### src/hdl/multi_rate_history_averager_assert.svh
// Assertion helpers, clocked on clk_i with reset rst_ni.
`ifndef MULTI_RATE_HISTORY_AVERAGER_ASSERT_SVH
`define MULTI_RATE_HISTORY_AVERAGER_ASSERT_SVH

// Same-cycle implication.
`define MRHA_ASSERT_IMM(lbl, ante, cons) \
  lbl: assert property (@(posedge clk_i) disable iff (!rst_ni) (ante) |-> (cons)) \
    else $error("mrha: same-cycle check failed");

// Next-cycle implication.
`define MRHA_ASSERT_NXT(lbl, ante, cons) \
  lbl: assert property (@(posedge clk_i) disable iff (!rst_ni) (ante) |=> (cons)) \
    else $error("mrha: next-cycle check failed");

`endif

### src/hdl/mrha_pkg.sv
`default_nettype none

package mrha_pkg;

  localparam int unsigned RING_DEPTH = 128;
  localparam int unsigned PTR_W      = $clog2(RING_DEPTH);
  localparam int unsigned PTR_WP     = PTR_W + 1;

  localparam int unsigned MIN_SPAN = 60;
  localparam int unsigned QTR_SPAN = 15;
  localparam int unsigned MIN_CNT  = (MIN_SPAN < RING_DEPTH - 1) ? MIN_SPAN : RING_DEPTH - 1;
  localparam int unsigned QTR_CNT  = (QTR_SPAN < RING_DEPTH - 1) ? QTR_SPAN : RING_DEPTH - 1;

  localparam int unsigned CNT_W  = $clog2(MIN_CNT + 1);
  localparam int unsigned SUM_W  = 16 + $clog2(MIN_CNT);

  // Reciprocal divide: floor(x / n) == (x * ceil(2^RECIP_SH / n)) >> RECIP_SH
  // for every window sum x, since n * 2^SUM_W <= 2^RECIP_SH.
  localparam int unsigned     RECIP_SH  = SUM_W + CNT_W;
  localparam int unsigned     REC_W     = RECIP_SH;
  localparam int unsigned     PROD_W    = SUM_W + REC_W;
  localparam longint unsigned MIN_RECIP = ((64'd1 << RECIP_SH) + MIN_CNT - 1) / MIN_CNT;
  localparam longint unsigned QTR_RECIP = ((64'd1 << RECIP_SH) + QTR_CNT - 1) / QTR_CNT;

  localparam int unsigned ACT_W  = 2;
  localparam int unsigned SMP_W  = 16;
  localparam int unsigned LVL_W  = 2;
  localparam int unsigned AGE_W  = 7;
  localparam int unsigned OFF_W  = AGE_W + 1;
  localparam int unsigned KIND_W = 2;

  localparam int unsigned IN_DATA_W  = ((SMP_W + LVL_W + AGE_W + 7) / 8) * 8;
  localparam int unsigned OUT_DATA_W = ((SMP_W + 7) / 8) * 8;

  typedef logic [PTR_W-1:0] ptr_t;

  typedef enum logic [ACT_W-1:0] {
    ACT_PUSH = 2'd0,
    ACT_MIN  = 2'd1,
    ACT_QTR  = 2'd2,
    ACT_READ = 2'd3
  } act_e;

  typedef enum logic [KIND_W-1:0] {
    KIND_READ = 2'd0,
    KIND_MIN  = 2'd1,
    KIND_QTR  = 2'd2
  } kind_e;

  typedef enum logic [LVL_W-1:0] {
    LVL_SEC = 2'd0,
    LVL_MIN = 2'd1,
    LVL_QTR = 2'd2
  } lvl_e;

  typedef enum logic [3:0] {
    S_IDLE,
    S_PUSH,
    S_SINIT,
    S_SUM,
    S_DRAIN,
    S_DIVI,
    S_WRITE,
    S_MOD,
    S_RADDR,
    S_RISSUE,
    S_RDATA,
    S_OUT
  } ctl_state_e;

  typedef struct packed {
    logic load;
    logic push;
    logic sum_init;
    logic sum_step;
    logic rd_en;
    logic div_init;
    logic avg_wr;
    logic off_sub;
    logic raddr;
    logic res_rd;
    logic out_load;
  } cmd_t;

  typedef struct packed {
    logic cnt_last;
    logic off_big;
    logic out_free;
  } sts_t;

  // Slot 'off' entries behind p; off must be below RING_DEPTH.
  function automatic ptr_t ring_back(ptr_t p, ptr_t off);
    logic [PTR_W:0] wide;
    if (p >= off) begin
      wide = {1'b0, p} - {1'b0, off};
    end else begin
      wide = {1'b0, p} + PTR_WP'(RING_DEPTH) - {1'b0, off};
    end
    return wide[PTR_W-1:0];
  endfunction

  function automatic ptr_t ring_next(ptr_t p);
    return (p == PTR_W'(RING_DEPTH - 1)) ? '0 : p + PTR_W'(1);
  endfunction

endpackage

`default_nettype wire

### src/hdl/mrha_ctrl.sv
`default_nettype none
`include "multi_rate_history_averager_assert.svh"

module mrha_ctrl (
  input  logic                       clk_i,
  input  logic                       rst_ni,
  input  logic                       in_valid_i,
  input  logic [mrha_pkg::ACT_W-1:0] in_act_i,
  output logic                       in_ready_o,
  input  mrha_pkg::sts_t             sts_i,
  output mrha_pkg::cmd_t             cmd_o
);
  import mrha_pkg::*;

  ctl_state_e state_q, state_d;
  logic       accept;

  assign accept = in_valid_i && (state_q == S_IDLE);

  always_ff @(posedge clk_i or negedge rst_ni) begin
    if (!rst_ni) begin
      state_q <= S_IDLE;
    end else begin
      state_q <= state_d;
    end
  end

  // next state
  always_comb begin
    state_d = state_q;
    unique case (state_q)
      S_IDLE: begin
        if (accept) begin
          unique case (act_e'(in_act_i))
            ACT_PUSH: state_d = S_PUSH;
            ACT_MIN:  state_d = S_SINIT;
            ACT_QTR:  state_d = S_SINIT;
            ACT_READ: state_d = S_MOD;
            default:  state_d = S_IDLE;
          endcase
        end
      end
      S_PUSH:   state_d = S_IDLE;
      S_SINIT:  state_d = S_SUM;
      S_SUM:    if (sts_i.cnt_last) state_d = S_DRAIN;
      S_DRAIN:  state_d = S_DIVI;
      S_DIVI:   state_d = S_WRITE;
      S_WRITE:  state_d = S_OUT;
      S_MOD:    if (!sts_i.off_big) state_d = S_RADDR;
      S_RADDR:  state_d = S_RISSUE;
      S_RISSUE: state_d = S_RDATA;
      S_RDATA:  state_d = S_OUT;
      S_OUT:    if (sts_i.out_free) state_d = S_IDLE;
      default:  state_d = S_IDLE;
    endcase
  end

  // commands
  always_comb begin
    cmd_o      = '0;
    in_ready_o = 1'b0;
    unique case (state_q)
      S_IDLE: begin
        in_ready_o = 1'b1;
        cmd_o.load = in_valid_i;
      end
      S_PUSH:  cmd_o.push = 1'b1;
      S_SINIT: cmd_o.sum_init = 1'b1;
      S_SUM: begin
        cmd_o.sum_step = 1'b1;
        cmd_o.rd_en    = 1'b1;
      end
      S_DRAIN:  cmd_o = '0;
      S_DIVI:   cmd_o.div_init = 1'b1;
      S_WRITE:  cmd_o.avg_wr = 1'b1;
      S_MOD:    cmd_o.off_sub = sts_i.off_big;
      S_RADDR:  cmd_o.raddr = 1'b1;
      S_RISSUE: cmd_o.rd_en = 1'b1;
      S_RDATA:  cmd_o.res_rd = 1'b1;
      S_OUT:    cmd_o.out_load = sts_i.out_free;
      default:  cmd_o = '0;
    endcase
  end

  `MRHA_ASSERT_IMM(a_out_no_overrun, cmd_o.out_load, sts_i.out_free)
  `MRHA_ASSERT_NXT(a_busy_after_accept, in_valid_i && in_ready_o, !in_ready_o)
  `MRHA_ASSERT_NXT(a_div_to_write, state_q == S_DIVI, state_q == S_WRITE)
  `MRHA_ASSERT_NXT(a_sum_to_drain, state_q == S_SUM && sts_i.cnt_last, state_q == S_DRAIN)

endmodule

`default_nettype wire
### config.mk
export PLATFORM = sky130hd
export DESIGN_NAME = mrha_ctrl
export DESIGN_NICKNAME = d
export VERILOG_FILES = /design/src/hdl/mrha_pkg.sv /design/src/hdl/mrha_ctrl.sv
export VERILOG_INCLUDE_DIRS = /design/src /design/src/hdl
export SDC_FILE = /design/constraint.sdc
export NUM_CORES = 1
export LEC_CHECK = 0
export ABC_AREA = 1
export BUFFER_PORTS_ARGS = -buffer_cell sky130_fd_sc_hd__buf_2
export CORE_AREA = 2 2 39 41
export DETAILED_ROUTE_END_ITERATION = 7
export DIE_AREA = 0 0 41 43
export PLACE_DENSITY_LB_ADDON = 0.08
export SYNTH_ARGS = -nofsm -noshare
export SYNTH_HDL_FRONTEND = slang
export SYNTH_SLANG_ARGS = --single-unit
### constraint.sdc
create_clock -name clk_i -period 1.06 [get_ports clk_i]
set_input_delay 0.159 -clock clk_i [delete_from_list [all_inputs] [get_ports clk_i]]
set_output_delay 0.159 -clock clk_i [all_outputs]
set_load 0.02 [all_outputs]
After elaboration in Yosys (flattened, before gate mapping) --
Cells that the tools add are included.
Cells by class: equal/unequal tests 18, multiplexer cells 18, reduce and logical (&&, ||, !) cells 7
Operators by type and width (number):
- $pmux W4 S10 | 1
- $eq A4 B3 Y1 const B | 4
- $eq A4 B4 Y1 const B | 4
- $mux W4 | 4
- $mux W1 | 12
- $pmux W4 S3 | 1
- $eq A4 B2 Y1 const B | 2
- $ne A2 B2 Y1 const B | 4
- $reduce_or A2 Y1 | 3
- $eq A2 B2 Y1 const B | 2
- $eq A4 B1 Y1 const B | 1
- $logic_not A4 Y1 | 1
- $reduce_and A4 Y1 | 1
- $eq A2 B1 Y1 const B | 1
- $logic_not A2 Y1 | 1
- $logic_and A1 B1 Y1 | 1
Word-level totals: bits in registers 4, word-level logic and storage cells 44, output and inout port bits 12, bits of input ports 8

Depth between registers and ports, before layout --
Gate-level depths: netlist (run 1).
depth in word-level cells 5, gate-level depth with buffers 8, depth with buffers taken out 8

Least setup slack after synthesis (run 1) --
Ideal clock, no wire load.
path kind register to output, start point register state_q[1], end point output port cmd_o[6] (netlist name), data required time 0.901 ns, cell stages (with the launch flop) 4, data arrival time 1.072 ns, path buffers 0, setup slack -0.171 ns, cell sequence dfrtp_1 -> nor2_1 -> inv_1 -> o21ai_0
RTL lines:
- start, declared | RTL line mrha_ctrl.sv:15 | ctl_state_e state_q, state_d;
- start signal, assigned | RTL line mrha_ctrl.sv:24 | state_q <= state_d;
- end, declared | RTL line mrha_ctrl.sv:11 | output mrha_pkg::cmd_t cmd_o

==> metrics.md, run 1 <==
| Metric | Value |
|---|---|
| Outcome | `finished, violations left` |
| Failing checks | `setup timing` |
| Worst setup SP type | `flop` |
| Commonest non-fill, non-tap cells in the layout | `nand2_1, buf_4, buf_6` |
| Clk_lat worst skew | `0.23 ns` |
| First-pass GRT wire length | `2210 µm` |
| Final Hold Viols | `0` |
| Flops & latches, synth | `4` |
| RSZ-0062 raised after global routing | `true` |
| Syn_nets | `92` |
| Residual antenna-violating net count after detailed routing | `0` |
| Vias | `596` |
| Syn-to-layout area delta | `105%` |
| Crit path kind | `reg2out` |
| PwrDens | `2690 nW/µm²` |
| CP max stage cell | `dfrtp_2` |
| FF-to-FF setup slack | `-0.26 ns` |
| Biggest regs | `state_q (4)` |
| TritonCTS buffer count | `3` |
| Fin util | `0.640` |
| Setup TNS | `-4.36 ns` |
| Crit path DAT | `1.22 ns` |
| Crit-path cells | `nor2_4 -> nand2_4 -> nor2_4 -> buf_6` |
| Worst slew pin tran | `0.214 ns` |
| Largest net degree at the start of global routing | `6` |
| CP Max Fanout | `5` |
| Die Y | `43 µm` |
| IO Pins | `20` |
| Post-DP Area | `603 µm²` |
| Max-slew violations | `0` |
| Clock skew | `0.00170 ns` |
| H-tree depth | `1` |
| Max cap viols | `0` |
| Sequential-to-total area share from yosys stat | `0.232` |
| Worst setup endpoint | `cmd_o[10]` |
| CP required | `0.90 ns` |
| R2r worst-path depth | `9` |
| Port buffer count | `19` |
| Final Routed Wirelength | `1410 µm` |
| TritonRoute pass-1 iters | `2` |
| Hold_ws | `0.270 ns` |
| Initial Utilization | `0.312` |
| Levels on crit path | `4` |
| Diode count | `0` |
| Cells after Synth | `82` |
| Max reg flops | `4` |
| Final Cycle Share | `1.30` |
| Top reg by flops | `state_q` |
| Routability cong. | `0.804` |
| Clock Sink Count | `4` |
| Static leakage | `0.525 nW` |
| Commonest non-fill, non-tap cell in the layout | `nand2_1` |
| Reg-to-Reg Start | `state_q[2]$_DFFE_PN0P_` |
| CP Launch Point | `state_q[1]$_DFFE_PN0P_` |
| Setup-failing EPs final | `16` |
| Iter 0 DRT Violations | `4` |
| Clock Tree Buf Depth | `2` |
| Die area | `1760 µm²` |
| Max_slew headroom | `0.857` |
| Routed len/inst | `10.6 µm` |
| Synth cell types | `14` |
| Die Wd | `41 µm` |
| Peak Freq | `726 MHz` |
| Layout cell share with drive strength beyond 1 | `0.658` |
| R2r endpoint | `state_q[3]$_DFFE_PN0P_` |
| Avg Inst Size Synth | `5.26 µm²` |
| Worst VDD drop | `1.51 mV` |
| Avg Vias per Cell | `4.48` |
| Area of the core | `1380 µm²` |
| Clk Tree Root Cell | `clkbuf_4` |
| CP bufs+invs | `1` |
| Nets | `129` |
| Clk slew on worst S/H paths | `0.04 ns` |
| Mapped Area | `432 µm²` |
| Gr ovfl total | `0` |
| CP most frequent cell | `nor2_4` |
| Detailed Place HPWL | `941 µm` |
| Final instance area | `886 µm²` |
| Hold Path Class | `in2async` |
| CTS tree | `done` |
| Initial antenna violation count | `0` |
| Crit path time final | `1.38 ns` |
| Vias in the first global route | `551` |
| # rows | `14` |
| GRT Total Usage | `0.180` |
| Setup WS post-layout | `-0.317 ns` |
| CP delay by family, top | `flip-flops` |
| Element type at the critical path end | `output pin` |
| Slowest stage delay, CP | `0.48 ns` |
| DRC Markers | `0` |
| YS warnings | `0` |
-- synth_stat cells --
cell type,n,area share
nand2_1,28,0.24
inv_1,18,0.16
nor2_1,16,0.14
dfrtp_1,4,0.23
nand3_1,4,0.046
ha_1,2,0.058
nor2_2,2,0.029
nor3_1,2,0.023
buf_4,1,0.017
clkinv_1,1,0.0087
inv_2,1,0.0087
nand2_2,1,0.015
o21ai_0,1,0.012
o21ai_1,1,0.012
-- cell type report --
class	count	area (µm²)
clock buffer	3	22.5
tap	16	20.0
fill	136	498
sequential	4	105
timing repair buffer	33	278
multi-input combinational	57	382
inverter	20	78.8
-- logic make-up (layout without fill, tap and decap cells) --
kind of cell	count (synthesis)	count (layout)	share of synthesized area
AO/OA/AOI/OAI	2	2	0.0232
buffers and inverters	21	56	0.191
flip-flops	4	4	0.232
adder cells (fa/ha/maj)	2	2	0.0580
AND/OR/NAND/NOR	53	53	0.496
-- metrics by stage --
step / power, mW / worst slack [ns] / instances
after floorplan: 1.09 / -0.0395 / 82
after global placement: 1.43 / -0.152 / 122
after detailed placement: 1.43 / -0.142 / 122
after CTS: 2.00 / -0.293 / 130
after global routing: 2.59 / -0.377 / 133
final: 2.38 / -0.317 / 133
-- how the worst min path moves through the flow --
stage	cells after the start	slack, ns	start	end
after global routing	2	0.27	rst_ni	state_q[1]$_DFFE_PN0P_
after CTS	2	0.26	rst_ni	state_q[1]$_DFFE_PN0P_
after floorplan	0	-0.14	rst_ni	state_q[0]$_DFFE_PN0P_
final	2	0.27	rst_ni	state_q[1]$_DFFE_PN0P_
after global placement	1	-0.03	rst_ni	state_q[2]$_DFFE_PN0P_
after detailed placement	1	-0.03	rst_ni	state_q[2]$_DFFE_PN0P_
-- per-layer routing --
metal	track usage	up-vias	wire (µm)
li1	-	309	-
met2	0.313	14	790
met1	0.218	271	565
met3	0.0209	2	47
met5	0	-	0
met4	0.0533	0	10
-- worst reg2reg max path, delay by kind of cell, from the launching register on --
family / cells / cell delay [ns]
buffers and inverters: 2 / 0.30
DFF: 1 / 0.45
and+or+nand+nor: 7 / 0.50
-- power by group --
group | internal (mW) | switching (mW) | total [mW]
logic | 0.806 | 0.983 | 1.79
registers | 0.233 | 0.179 | 0.412
clock network | 0.126 | 0.0536 | 0.180
total | 1.16 | 1.22 | 2.38
-- timing repair --
action / CTS / global route
buffers inserted: 4 / 4
endpoints found under the hold margin: 4 / 0
gates resized for setup: 38 / 31
setup endpoints to repair: 16 / 16
hold buffers: 1 / 0
pin swaps: 7 / 17
No activity file was read; power rests on OpenSTA's default activity.
==> inputs of run 2 (changes only) <==
==> constraint.sdc (replaced) <==
create_clock -name clk_i -period 1.4 [get_ports clk_i]
set_input_delay 0.07 -clock clk_i [delete_from_list [all_inputs] [get_ports clk_i]]
set_output_delay 0.07 -clock clk_i [all_outputs]
set_load 0.02 [all_outputs]
==> run 2 against run 1 <==
  * Clock-buffer cell count is the same
  * Critical path type unchanged
  * Largest cell class unchanged
  * Global-route usage decreased by 2.5 points
  * Register-to-register slack gained 0.45 ns
  * First-iteration DRC count rose to 3.8 times the previous value
  * Clock power shrank 18%
  * Critical endpoint is now cmd_o[3]
  * Setup slack gained 0.40 ns
  * Critical path depth grew 2
  * The flow now finishes without violations
==> metrics.md, run 2 (same netlist as run 1, synthesis figures left out) <==
| Metric | Value |
|---|---|
| H-tree depth | `1 (unchanged)` |
| Combinational power share | `0.667 (-0.084)` |
| Clock Tree Buf Depth | `2 (unchanged)` |
| Diode count | `0 (unchanged)` |
| Sw Ratio | `0.551 (+0.0406)` |
| Reg power frac | `0.207 (+0.034)` |
| Element type at the critical path end | `output pin` |
| Final Hold Viols | `0 (unchanged)` |
| Clock Sink Count | `4 (unchanged)` |
| Setup WS post-layout | `0.0852 ns (+0.402 ns)` |
| GRT Total Usage | `0.155 (-0.0255)` |
| Outcome | `complete, no violations` |
| Met2 wire len | `473 µm (-40%)` |
| PwrDens | `1970 nW/µm² (-27%)` |
| Final Cycle Share | `0.939` |
| Vias | `525 (-12%)` |
| Top layer reached by signal wires | `met4` |
| Max-slew violations | `0 (unchanged)` |
| Post-DP Area | `539 µm² (-11%)` |
| Commonest non-fill, non-tap cell in the layout | `nand2_1` |
| Top reg by flops | `state_q` |
| Vias in the first global route | `467 (-15%)` |
| Clock skew | `0.0125 ns (+0.0108 ns)` |
| Clk_lat worst skew | `0.24 ns (about the same)` |
| Max reg flops | `4 (unchanged)` |
| Worst setup SP type | `flop` |
| Worst slew pin tran | `0.216 ns (+0.00185 ns)` |
| RSZ-0062 raised after global routing | `true` |
| Crit path DAT | `1.24 ns (+0.02 ns)` |
| Avg Vias per Cell | `4.38 (-2.4%)` |
| Nets | `116 (-10%)` |
| Biggest regs | `state_q (4)` |
| WL met3 | `104 µm (+120%)` |
| Iter 0 DRT Violations | `15 (+11)` |
| Die Wd | `41 µm (unchanged)` |
| IO Pins | `20 (unchanged)` |
| Final Routed Wirelength | `1060 µm (-25%)` |
| Net Switching | `0.641 mW (-47%)` |
| Largest net degree at the start of global routing | `6 (unchanged)` |
| Setup-failing EPs final | `0 (-16)` |
| CP Max Fanout | `5 (unchanged)` |
| Final instance area | `589 µm² (-33%)` |
| Worst VDD drop | `0.854 mV (-43%)` |
| Routability cong. | `0.765 (-4.9%)` |
| Die Y | `43 µm (unchanged)` |
| Max cap viols | `0 (unchanged)` |
| Dpl ws | `0.158 ns (+0.300 ns)` |
| Power share of the clock group | `0.126 (+0.050)` |
| Detailed Place HPWL | `915 µm (-2.8%)` |
| Gr ovfl total | `0 (unchanged)` |
| Port buffer count | `19 (unchanged)` |
| Routed len/inst | `8.79 µm (-17%)` |
| Layout cell share with drive strength beyond 1 | `0.317 (-0.341)` |
| Commonest non-fill, non-tap cells in the layout | `nand2_1, buf_2, inv_1` |
| Hold Path Class | `in2reg` |
| # rows | `14 (unchanged)` |
| Static leakage | `0.435 nW (-17%)` |
| Met1 wire length | `473 µm (-16%)` |
| FF-to-FF setup slack | `0.19 ns (+0.45 ns)` |
| Internal power | `0.522 mW (-55%)` |
| DRC Markers | `0 (unchanged)` |
| CP required | `1.33 ns (+0.43 ns)` |
| TritonRoute pass-1 iters | `4 (+2)` |
| Overall power | `1.16 mW (-51%)` |
| Clk Tree Root Cell | `clkbuf_4` |
| Crit path kind | `reg2out` |
| Syn-to-layout area delta | `36.5%` |
| Crit path time final | `1.31 ns` |
| TritonCTS buffer count | `3 (unchanged)` |
| Die area | `1760 µm² (unchanged)` |
| Clk slew on worst S/H paths | `0.04 ns (about the same)` |
| First-pass GRT wire length | `1810 µm (-18%)` |
| Peak Freq | `761 MHz` |
| CTS tree | `done` |
| Initial Utilization | `0.312 (unchanged)` |
| Max_slew headroom | `0.855 (-0.00177)` |
| Area of the core | `1380 µm² (unchanged)` |
| Initial antenna violation count | `0 (unchanged)` |
| Residual antenna-violating net count after detailed routing | `0 (unchanged)` |
-- run 2: cell count changes in the layout (fill, tap and decap cells not counted), moves of 8 or more --
cell     change
buf_6       -12
buf_2       +12
inv_1        +9
nand2_1     +11
buf_4       -13
inv_2        -8
nor2_4       -8
-- run 2: final timing paths --
check                                       start                      to  cells past startpoint
max                        state_q[3]$_DFFE_PN0P_                cmd_o[3]                      6
min                                      sts_i[1]  state_q[2]$_DFFE_PN0P_                      3
max reg2reg                state_q[3]$_DFFE_PN0P_  state_q[0]$_DFFE_PN0P_                      7
min reg2reg                state_q[1]$_DFFE_PN0P_  state_q[1]$_DFFE_PN0P_                      2
max in group asynchronous                  rst_ni  state_q[1]$_DFFE_PN0P_                      2
min in group asynchronous                  rst_ni  state_q[3]$_DFFE_PN0P_                      2
-- run 2: stage by stage --
| stage | utilization | setup TNS (ns) | hold WS, ns | std cells |
|---|---|---|---|---|
| after global routing | 0.426 | -0.0331 | 0.0618 | 120 |
| final | 0.426 | 0 | 0.0647 | 120 |
| after global placement | 0.390 | 0 | -0.118 | 116 |
| after floorplan | - | 0 | -0.226 | 82 |
| after detailed placement | 0.390 | 0 | -0.119 | 116 |
| after CTS | 0.413 | 0 | 0.0619 | 120 |
-- run 2: timing repair --
item | in CTS | in global routing
buffers inserted | 0 | 0
setup endpoints to repair | 0 | 9
hold buffers | 1 | 0
hold endpoints to repair | 4 | 0
resized for setup | 0 | 8
-- run 2: power groups by stage --
stage,combinational [mW],clock [mW],sequential (mW)
final,0.775,0.147,0.241
after global routing,0.889,0.172,0.248
after CTS,0.761,0.152,0.223
after detailed placement,0.756,0,0.224
after global placement,0.776,0,0.224
after floorplan,0.573,0,0.213
-- run 2: final cells by class --
cell class / instances / area, µm²
clock buffers: 3 / 22.5
fillers: 157 / 795
inverters: 20 / 75.1
multi-input cells: 57 / 264
flip-flops and latches: 4 / 103
well taps: 16 / 20.0
repair buffers: 20 / 105
-- run 2: routing by layer --
layer | vias up | track usage
li1 | 282 | -
met5 | - | 0
met2 | 22 | 0.222
met3 | 2 | 0.0942
met4 | 0 | 0.0400
met1 | 219 | 0.190
-- run 2: worst max-delay path: stages, from the launching register on --
cell and delay, ns:
dfrtp_2 0.45, inv_2 0.07, nand2_1 0.08, nor2_2 0.13, nand2_2 0.08, inv_1 0.05
buf_2 0.15
